==> config.mk <==
export PLATFORM = sky130hd
export DESIGN_NAME = url_field_tokenizer
export DESIGN_NICKNAME = d
export VERILOG_FILES = /design/src/design/url_ft_pkg.sv /design/src/design/url_ft_classify.sv /design/src/design/url_ft_outreg.sv /design/src/design/url_field_tokenizer.sv
export SDC_FILE = /design/constraint.sdc
export NUM_CORES = 1
export LEC_CHECK = 0
export ABC_AREA = 1
export BUFFER_PORTS_ARGS = -buffer_cell sky130_fd_sc_hd__buf_2
export CELL_PAD_IN_SITES_DETAIL_PLACEMENT = 1
export CELL_PAD_IN_SITES_GLOBAL_PLACEMENT = 1
export CORE_ASPECT_RATIO = 0.75
export CORE_UTILIZATION = 40
export CTS_CLUSTER_DIAMETER = 200
export CTS_CLUSTER_SIZE = 25
export DETAILED_ROUTE_END_ITERATION = 10
export GPL_TIMING_DRIVEN = 0
export PLACE_DENSITY_LB_ADDON = 0.1
export SYNTH_ARGS = -nofsm -noshare
export SYNTH_HDL_FRONTEND = slang
export SYNTH_HIERARCHICAL = 1
export SYNTH_SLANG_ARGS = --single-unit
==> constraint.sdc <==
create_clock -name aclk -period 2 [get_ports aclk]
set_input_delay 0.4 -clock aclk [delete_from_list [all_inputs] [get_ports aclk]]
set_output_delay 0.4 -clock aclk [all_outputs]
set_load 0.005 [all_outputs]
==> src/design/url_ft_pkg.sv <==
// Shared types and constants for the URL field tokenizer.
package url_ft_pkg;

    localparam logic [7:0] CH_SPACE = 8'h20;
    localparam logic [7:0] CH_COLON = 8'h3A;
    localparam logic [7:0] CH_SLASH = 8'h2F;
    localparam logic [7:0] CH_QMARK = 8'h3F;
    localparam logic [7:0] CH_HASH  = 8'h23;
    localparam logic [7:0] CH_NUL   = 8'h00;

    typedef enum logic [3:0] {
        TAG_IGNORED = 4'd0,
        TAG_LEAD    = 4'd1,
        TAG_DELIM   = 4'd2,
        TAG_SCHEME  = 4'd3,
        TAG_HOST    = 4'd4,
        TAG_PORT    = 4'd5,
        TAG_PATH    = 4'd6,
        TAG_QUERY   = 4'd7,
        TAG_FRAG    = 4'd8
    } field_tag_t;

    typedef enum logic [10:0] {
        PH_LEAD   = 11'b000_0000_0001,
        PH_SCHEME = 11'b000_0000_0010,
        PH_COLON  = 11'b000_0000_0100,
        PH_SLASH1 = 11'b000_0000_1000,
        PH_HOST   = 11'b000_0001_0000,
        PH_PORT   = 11'b000_0010_0000,
        PH_PATH   = 11'b000_0100_0000,
        PH_QUERY  = 11'b000_1000_0000,
        PH_FRAG   = 11'b001_0000_0000,
        PH_FRAGND = 11'b010_0000_0000,
        PH_FAILED = 11'b100_0000_0000
    } phase_t;

    // Classifier verdict for one byte.
    typedef struct packed {
        field_tag_t tag;
        logic       fail;
        phase_t     phase_next;
    } class_res_t;

endpackage

==> src/design/url_ft_classify.sv <==
// Per-byte field classifier: tag, failure flag and next parse phase.
module url_ft_classify (
    input  url_ft_pkg::phase_t     phase,
    input  logic [7:0]             char_in,
    input  logic                   last,
    output url_ft_pkg::class_res_t res
);
    import url_ft_pkg::*;

    field_tag_t tag;
    phase_t     ph;

    always_comb begin
        tag = TAG_IGNORED;
        ph  = phase;
        case (phase)
            PH_LEAD: begin
                if (char_in == CH_SPACE) begin
                    tag = TAG_LEAD;
                end else if (char_in == CH_SLASH) begin
                    tag = TAG_DELIM;
                    ph  = PH_PATH;
                end else if (char_in == CH_COLON) begin
                    tag = TAG_DELIM;
                    ph  = PH_COLON;
                end else begin
                    tag = TAG_SCHEME;
                    ph  = PH_SCHEME;
                end
            end
            PH_SCHEME: begin
                if (char_in == CH_COLON) begin
                    tag = TAG_DELIM;
                    ph  = PH_COLON;
                end else begin
                    tag = TAG_SCHEME;
                end
            end
            PH_COLON: begin
                if (char_in == CH_SLASH) begin
                    tag = TAG_DELIM;
                    ph  = PH_SLASH1;
                end else begin
                    ph  = PH_FAILED;
                end
            end
            PH_SLASH1: begin
                if (char_in == CH_SLASH) begin
                    tag = TAG_DELIM;
                    ph  = PH_HOST;
                end else begin
                    ph  = PH_FAILED;
                end
            end
            PH_HOST: begin
                if (char_in == CH_COLON) begin
                    tag = TAG_DELIM;
                    ph  = PH_PORT;
                end else if (char_in == CH_SLASH) begin
                    tag = TAG_DELIM;
                    ph  = PH_PATH;
                end else if (char_in == CH_QMARK) begin
                    tag = TAG_DELIM;
                    ph  = PH_QUERY;
                end else begin
                    tag = TAG_HOST;
                end
            end
            PH_PORT: begin
                if (char_in == CH_SLASH) begin
                    tag = TAG_DELIM;
                    ph  = PH_PATH;
                end else if (char_in == CH_QMARK) begin
                    tag = TAG_DELIM;
                    ph  = PH_QUERY;
                end else begin
                    tag = TAG_PORT;
                end
            end
            PH_PATH: begin
                if (char_in == CH_QMARK) begin
                    tag = TAG_DELIM;
                    ph  = PH_QUERY;
                end else if (char_in == CH_HASH) begin
                    tag = TAG_DELIM;
                    ph  = PH_FRAG;
                end else begin
                    tag = TAG_PATH;
                end
            end
            PH_QUERY: begin
                if (char_in == CH_HASH) begin
                    tag = TAG_DELIM;
                    ph  = PH_FRAG;
                end else begin
                    tag = TAG_QUERY;
                end
            end
            PH_FRAG: begin
                if (char_in == CH_NUL) begin
                    ph  = PH_FRAGND;
                end else begin
                    tag = TAG_FRAG;
                end
            end
            default: begin
                // fragment closed, failed, or illegal code: byte ignored
                tag = TAG_IGNORED;
            end
        endcase

        res.tag        = tag;
        // scheme never closed by "://" when the text ends here
        res.fail       = last && (ph == PH_LEAD || ph == PH_SCHEME || ph == PH_COLON ||
                                  ph == PH_SLASH1 || ph == PH_FAILED);
        res.phase_next = last ? PH_LEAD : ph;
    end

endmodule

==> src/design/url_ft_outreg.sv <==
// Output pipeline register: holds one classified beat, refills every cycle in which it is empty or its beat is taken.
module url_ft_outreg (
    input  logic                    aclk,
    input  logic                    aresetn,
    input  logic                    load,
    input  logic [7:0]              char_in,
    input  url_ft_pkg::field_tag_t  tag_in,
    input  logic                    fail_in,
    input  logic                    last_in,
    output logic                    free,
    output logic                    m_tvalid,
    input  logic                    m_tready,
    output logic [7:0]              m_tdata,
    output logic [4:0]              m_tuser,
    output logic                    m_tlast
);
    import url_ft_pkg::*;

    logic       valid_reg;
    logic [7:0] char_reg;
    field_tag_t tag_reg;
    logic       fail_reg;
    logic       last_reg;

    assign free = !valid_reg || m_tready;

    always_ff @(posedge aclk) begin
        if (!aresetn) begin
            valid_reg <= 1'b0;
        end else if (free) begin
            valid_reg <= load;
        end
    end

    always_ff @(posedge aclk) begin
        if (load) begin
            char_reg <= char_in;
            tag_reg  <= tag_in;
            fail_reg <= fail_in;
            last_reg <= last_in;
        end
    end

    assign m_tvalid = valid_reg;
    assign m_tdata  = char_reg;
    assign m_tuser  = {fail_reg, tag_reg};
    assign m_tlast  = last_reg;

endmodule

==> src/design/url_field_tokenizer.sv <==
// Top level of the URL field tokenizer: phase register, classifier, output stage.
//
//  Channel | Ports                              | Contents
//  --------+------------------------------------+-----------------------------------
//  input   | s_tvalid s_tready s_tdata s_tlast  | tdata[7:0] char_in, tlast end_of_text
//  result  | m_tvalid m_tready m_tdata m_tuser  | tdata[7:0] char_out,
//          | m_tlast                            | tuser[3:0] field_tag,
//          |                                    | tuser[4] scheme_failed, tlast final
//
// One byte per cycle: each accepted beat is classified against the phase
// register in the same cycle and shows up on the result side in the next cycle.
// Throughput is set by the single output register; it refills while its
// current beat is taken, so the input stalls only while a result waits.
// Synchronous active-low reset returns the parser to the leading-space phase
// and empties the output register; s_tready is low during reset.
// The phase register also returns to the leading-space phase after each
// beat with tlast set, so URLs follow each other without a gap.
module url_field_tokenizer (
    input  logic       aclk,
    input  logic       aresetn,
    input  logic       s_tvalid,
    output logic       s_tready,
    input  logic [7:0] s_tdata,   // [7:0] char_in
    input  logic       s_tlast,
    output logic       m_tvalid,
    input  logic       m_tready,
    output logic [7:0] m_tdata,   // [7:0] char_out
    output logic [4:0] m_tuser,   // [3:0] field_tag, [4] scheme_failed
    output logic       m_tlast
);
    import url_ft_pkg::*;

    phase_t     phase_reg;
    phase_t     phase_next;
    class_res_t cls;
    logic       out_free;
    logic       accept;

    assign s_tready = aresetn && out_free;
    assign accept   = s_tvalid && s_tready;

    url_ft_classify u_classify (
        .phase   (phase_reg),
        .char_in (s_tdata),
        .last    (s_tlast),
        .res     (cls)
    );

    // parse phase advances only on an accepted beat
    assign phase_next = accept ? cls.phase_next : phase_reg;

    always_ff @(posedge aclk) begin
        if (!aresetn) begin
            phase_reg <= PH_LEAD;
        end else begin
            phase_reg <= phase_next;
        end
    end

    url_ft_outreg u_outreg (
        .aclk     (aclk),
        .aresetn  (aresetn),
        .load     (accept),
        .char_in  (s_tdata),
        .tag_in   (cls.tag),
        .fail_in  (cls.fail),
        .last_in  (s_tlast),
        .free     (out_free),
        .m_tvalid (m_tvalid),
        .m_tready (m_tready),
        .m_tdata  (m_tdata),
        .m_tuser  (m_tuser),
        .m_tlast  (m_tlast)
    );

endmodule

=== After elaboration in Yosys (flattened, before gate mapping) ===
Cells that the tools add are included.

* Bits in registers: 26
* Latch bits: 0
* Memory bits (writable): 0
* ROM bits: 0
* Bits of input ports: 13
* Output and inout port bits: 16
* Logic and storage cells: 64
* Memories: 0

* Add/subtract/negate cells: 0
* Multipliers: 0
* Divide/modulo/power cells: 0
* Magnitude comparators: 0
* Eq/ne operators: 19
* Shift-type cells: 0
* Mux-type cells: 28
* Bitwise operators: 0
* Reductions and logical operators: 11

{| class="wikitable"
|+ Operators with widths
! operator !! number
|-
| two-way mux 11 bit || 12
|-
| one-hot mux 11 bit (9 select lines) || 1
|-
| == test 8 x 6 -> 1 bit, second input constant || 5
|-
| one-hot mux 4 bit (8 select lines) || 1
|-
| two-way mux 4 bit || 7
|-
| == test 11 x 1 -> 1 bit, second input constant || 2
|-
| == test 11 x 2 -> 1 bit, second input constant || 2
|-
| == test 11 x 3 -> 1 bit, second input constant || 2
|-
| == test 11 x 4 -> 1 bit, second input constant || 2
|-
| two-way mux 3 bit || 5
|-
| == test 11 bit, second input constant || 1
|-
| == test 11 x 5 -> 1 bit, second input constant || 1
|-
| == test 11 x 6 -> 1 bit, second input constant || 1
|-
| == test 11 x 7 -> 1 bit, second input constant || 1
|-
| == test 11 x 8 -> 1 bit, second input constant || 1
|-
| == test 11 x 9 -> 1 bit, second input constant || 1
|-
| zero test 8 bit || 1
|-
| logical OR 1 bit || 5
|-
| logical AND 1 bit || 3
|-
| two-way mux 2 bit || 1
|-
| OR reduction 2 bit || 1
|-
| zero test 1 bit || 1
|-
| two-way mux 1 bit || 1
|}

=== Logic depth before layout (Yosys ltp) ===
* Depth in word-level cells: 11
* Depth in mapped cells: 16
* Depth with buffers taken out: 16

=== Modules after synthesis ===
The synthesis kept the hierarchy.

{| class="wikitable"
|+ By module, submodules not included
! module !! instances !! cells an instance !! area each (um^2) !! seq. area each (um^2)
|-
| url_ft_classify || 1 || 223 || 1,101.1 || 0.0
|-
| url_field_tokenizer || 1 || 75 || 481.7 || 220.2
|-
| url_ft_outreg || 1 || 21 || 474.2 || 440.4
|}

=== Worst setup path before layout ===
Ideal clock, no wire load.

* Path type: in2reg
* Start: input port s_tdata[7]
* End: register u_outreg.fail_reg, data pin
* Setup time: 254 ps
* Data arrival time: 1,449 ps
* Required time: 1,746 ps
* Slack: 296 ps
* Stages on the path: 14
* Path buffers: 0
* Path through: nor2_4 nand3_2 nor2_1 nand2_1 nand3_1 nand2_1 inv_1 nand2_2 nand2_2 nand2_2 nand2_1 nand2_1 nand2_1 a21oi_2

{| class="wikitable"
|+ RTL lines
! element !! RTL line !! source
|-
| start, declared || url_field_tokenizer.sv:23 || <nowiki>input logic [7:0] s_tdata,</nowiki>
|-
| end signal, assigned || url_ft_outreg.sv:39 || <nowiki>fail_reg <= fail_in;</nowiki>
|-
| end, declared || url_ft_outreg.sv:22 || <nowiki>logic fail_reg;</nowiki>
|}

==> flow_summary.ini <==
[power_and_ir_drop]
cellPowerDensity_nw_per_um2 = 534.8
worst_ir_drop_vdd_v = 0.0002273
total_power_uw = 1263
leakage_power_uw = 0.001213

[yosys]
sequential_cell_area_fraction_in_the_yosys_report_pct = 32.12
post_synth.cell_area_avg_sq_um = 6.448
syn_inst = 319
synth_flop_cell = edfxtp_1
synthesis.nets = 332
synth_area_leader_cell = edfxtp_1
netlist_area_sq_um = 2057
ys_seq_elements = 26
synth_warnings = 6
synthDominantCellAreaShare_pct = 20.44
netlist_top_cells_area = edfxtp_1, nand2_1, dfxtp_1
synthDistinctLibCells = 31
synth_async_reset_ratio_pct = 0
synth_edf_count = 14

[timing]
worst_setup_margin_ns = 0.03441
final-hold-violation-count = 0
worstMarginPinSlew_ns = 0.4947
grt_setup_unrepaired = true
max_freq_mhz = 508.8
timing.slew.headroom_pct = 67.02
max_slew_violation_total_from_the_final_report = 0
period_needed_ns = 1.966
maximum_clock_skew_at_final_layout_ns = 0.008396
fin_setup_tns_ns = 0
setup_viol = 0
final_worst_path_cycle_share_pct = 98.28

[global_route]
groute.usage.overall_pct = 24.26
grt_pass1_vias = 2029
overflow = 0
global_route_wire_length_before_repair_mm = 10.11
number_of_antenna_violations_at_the_first_check_in_global_routing = 0
grt_start_max_net_pins = 25

[routing]
drt-initial-drc-count = 130
post-route-drc-count = 0
dr_total_vias = 2126
routed_via_density = 5.173
routed_wl_mm = 6.194
detail_route.wirelength.met1_mm = 3.159
highest_layer = met4
detailroute.wirelength.met2_mm = 2.703
met3_length_um = 307
routedWlPerCell_um = 15.07
drt-pass1-iter-count = 6
antenna_left = 0

[cells_and_area]
layout-area-overhead-vs-synth_pct = 14.84
numnets_final = 365
layout-drive-gt1-share_pct = 27.92
multi_input_gate_area_sq_um = 1172
final-instance-count-excl-fill = 411
antenna_cells_inserted = 0
area.sequential_sq_um = 669.4
largest_register_ff_count = 11
fillerInstances = 695
fin_util_pct = 47.94

[clocking]
clock_tree.buffer_depth = 2
cts.htree.levels = 1
cts_stage_hold_buffer_count = 0
clk_root_buffer_cell = clkbuf_8
clock_slew_at_reported_path_ffs_ns = 0.10
cts.sink_count = 26
numCtsBuffers = 3
clock_latency_ns = 0.28
cts_tree = yes

[die]
fp.dieArea_sq_um = 5436
initial_utilization_pct = 41.75
io-pin-count = 29
die_outline_width_um = 84.81
floorplan.core_area_sq_um = 4927
overall_die_height_um = 64.11
placementRows = 22

[setup_path]
timing_worst_setup_path_type = in2reg
crit_cells = 12
slowest_stage = nor2_2
worstPathCellList = buf_2 > nor2_4 > nand3_2 > nor2_2 > nor2_1 > inv_1 > nor2_1 > a21oi_1 > nand3_1 > nor2_1 > nand2_1 > a21oi_2
worst_stage_delay_on_the_critical_path_ns = 0.28
most_repeated_library_cell_on_the_critical_path = nor2_1
worstSetupStartpointType = input pin
worst_ep_required_time_ns = 2.15
crit_buf_inv = 2
critical_path_peak_fanout = 6
endpoint_kind = flop
worst-endpoint-arrival_ns = 2.11
reg2reg_setup_slack_ns = 0.07
cpLargestDelayFamily = simple AND/OR/NAND/NOR gates
reg2regPathDepth = 11

[worst_hold_path]
min_path_cells = 1
hold_path_class = in2reg

[placement]
place_hpwl_mm = 4.943
placed_cells_incl_taps = 407
buffer_ports.inserted = 28
pre_cts_slack_ns = -0.2249
place_congestion = 0.8742

[flow_run]
drv.max_cap_violation_count = 0

[run_status]
status = finished, final reports clean
[synthesized netlist by cell type (2+ instances only)]
cell type / n
nand4_1: 5
nand2_1: 87
a21oi_1: 6
dfxtp_1: 12
buf_4: 2
nand2_4: 4
inv_2: 11
a31oi_1: 2
a21oi_2: 3
nand2_2: 12
nor2_2: 6
edfxtp_1: 14
nand3_2: 6
nand3_1: 30
nor3_1: 4
inv_1: 49
o21ai_0: 9
nor2_1: 40
nor2_4: 5
[kinds of logic (layout without fill, tap and decap cells)]
logic type             count (synthesis)  after routing  share of synthesized area (%)
AOI/OAI and AO/OA                     27             27                          8.151
DFF                                   26             26                          32.12
and+or+nand+nor                      201            201                          47.08
buffers and inverters                 65             97                          12.65
[timing repair]
action | in CTS | in global routing
setup endpoints to repair | 1 | 4
pin swaps | 0 | 0
resized for setup | 4 | 13
buffers inserted | 0 | 0
[worst paths after layout]
kind / endpoint / start
max: u_outreg/fail_reg$_DFFE_PP_ / s_tdata[7]
min: u_outreg/m_tdata[3]$_DFFE_PP_ / s_tdata[3]
max reg2reg: u_outreg/fail_reg$_DFFE_PP_ / phase_reg[2]$_SDFFE_PN0P_
min reg2reg: u_outreg/m_tvalid$_SDFFE_PN0P_ / u_outreg/m_tvalid$_SDFFE_PN0P_
[area by class of cell]
class,count,share of cell area [%]
Tap cell,60,3.178
Sequential cell,26,28.34
Clock buffer,4,1.907
Multi-Input combinational cell,228,49.63
Inverter,60,9.534
Buffer,5,1.483
Timing Repair Buffer,28,5.932
[per-stage QoR]
step | instance area [sq um] | hold slack (ns)
floorplan | 2057 | 0.4989
global placement | 2272 | 0.5078
detailed placement | 2272 | 0.5163
CTS | 2323 | 0.3152
global route | 2362 | 0.3155
finish | 2362 | 0.3215
[worst reg2reg max path, stage by stage, from the launching register on]
cell and delay (ns):
dfxtp_2 0.38, inv_2 0.09, nand2_2 0.07, nor2_4 0.20, nand3_1 0.18, nand2_2 0.13
nor2_4 0.06, nand3_1 0.12, nand2_1 0.07, nor3_1 0.19, nand4_1 0.15, a21oi_2 0.15
[where the power goes]
part | internal [uW] | total, uW | switching (uW)
clock network | 143 | 325 | 182
registers | 590 | 603 | 13.1
logic | 113 | 335 | 222
[cell usage in the layout, fill, tap and decap left out, types with 6 or more instances in the layout]
cell type / netlist / routed
nand2_1: 87 / 87
inv_1: 49 / 48
nor2_1: 40 / 36
buf_2: 1 / 29
nand3_1: 30 / 28
edfxtp_1: 14 / 14
inv_2: 11 / 12
nand2_2: 12 / 12
o21ai_0: 9 / 9
nand3_2: 6 / 8
nor2_2: 6 / 8
dfxtp_2: 0 / 7
nor2_4: 5 / 7
a21oi_1: 6 / 6
[metal layers]
layer,vias up,GRT usage [%]
met5,-,0
met4,0,3.178
met3,2,3.488
met2,56,38.01
met1,1004,36.19
li1,1064,-
Note: power is estimated with default switching activity, not from simulation.
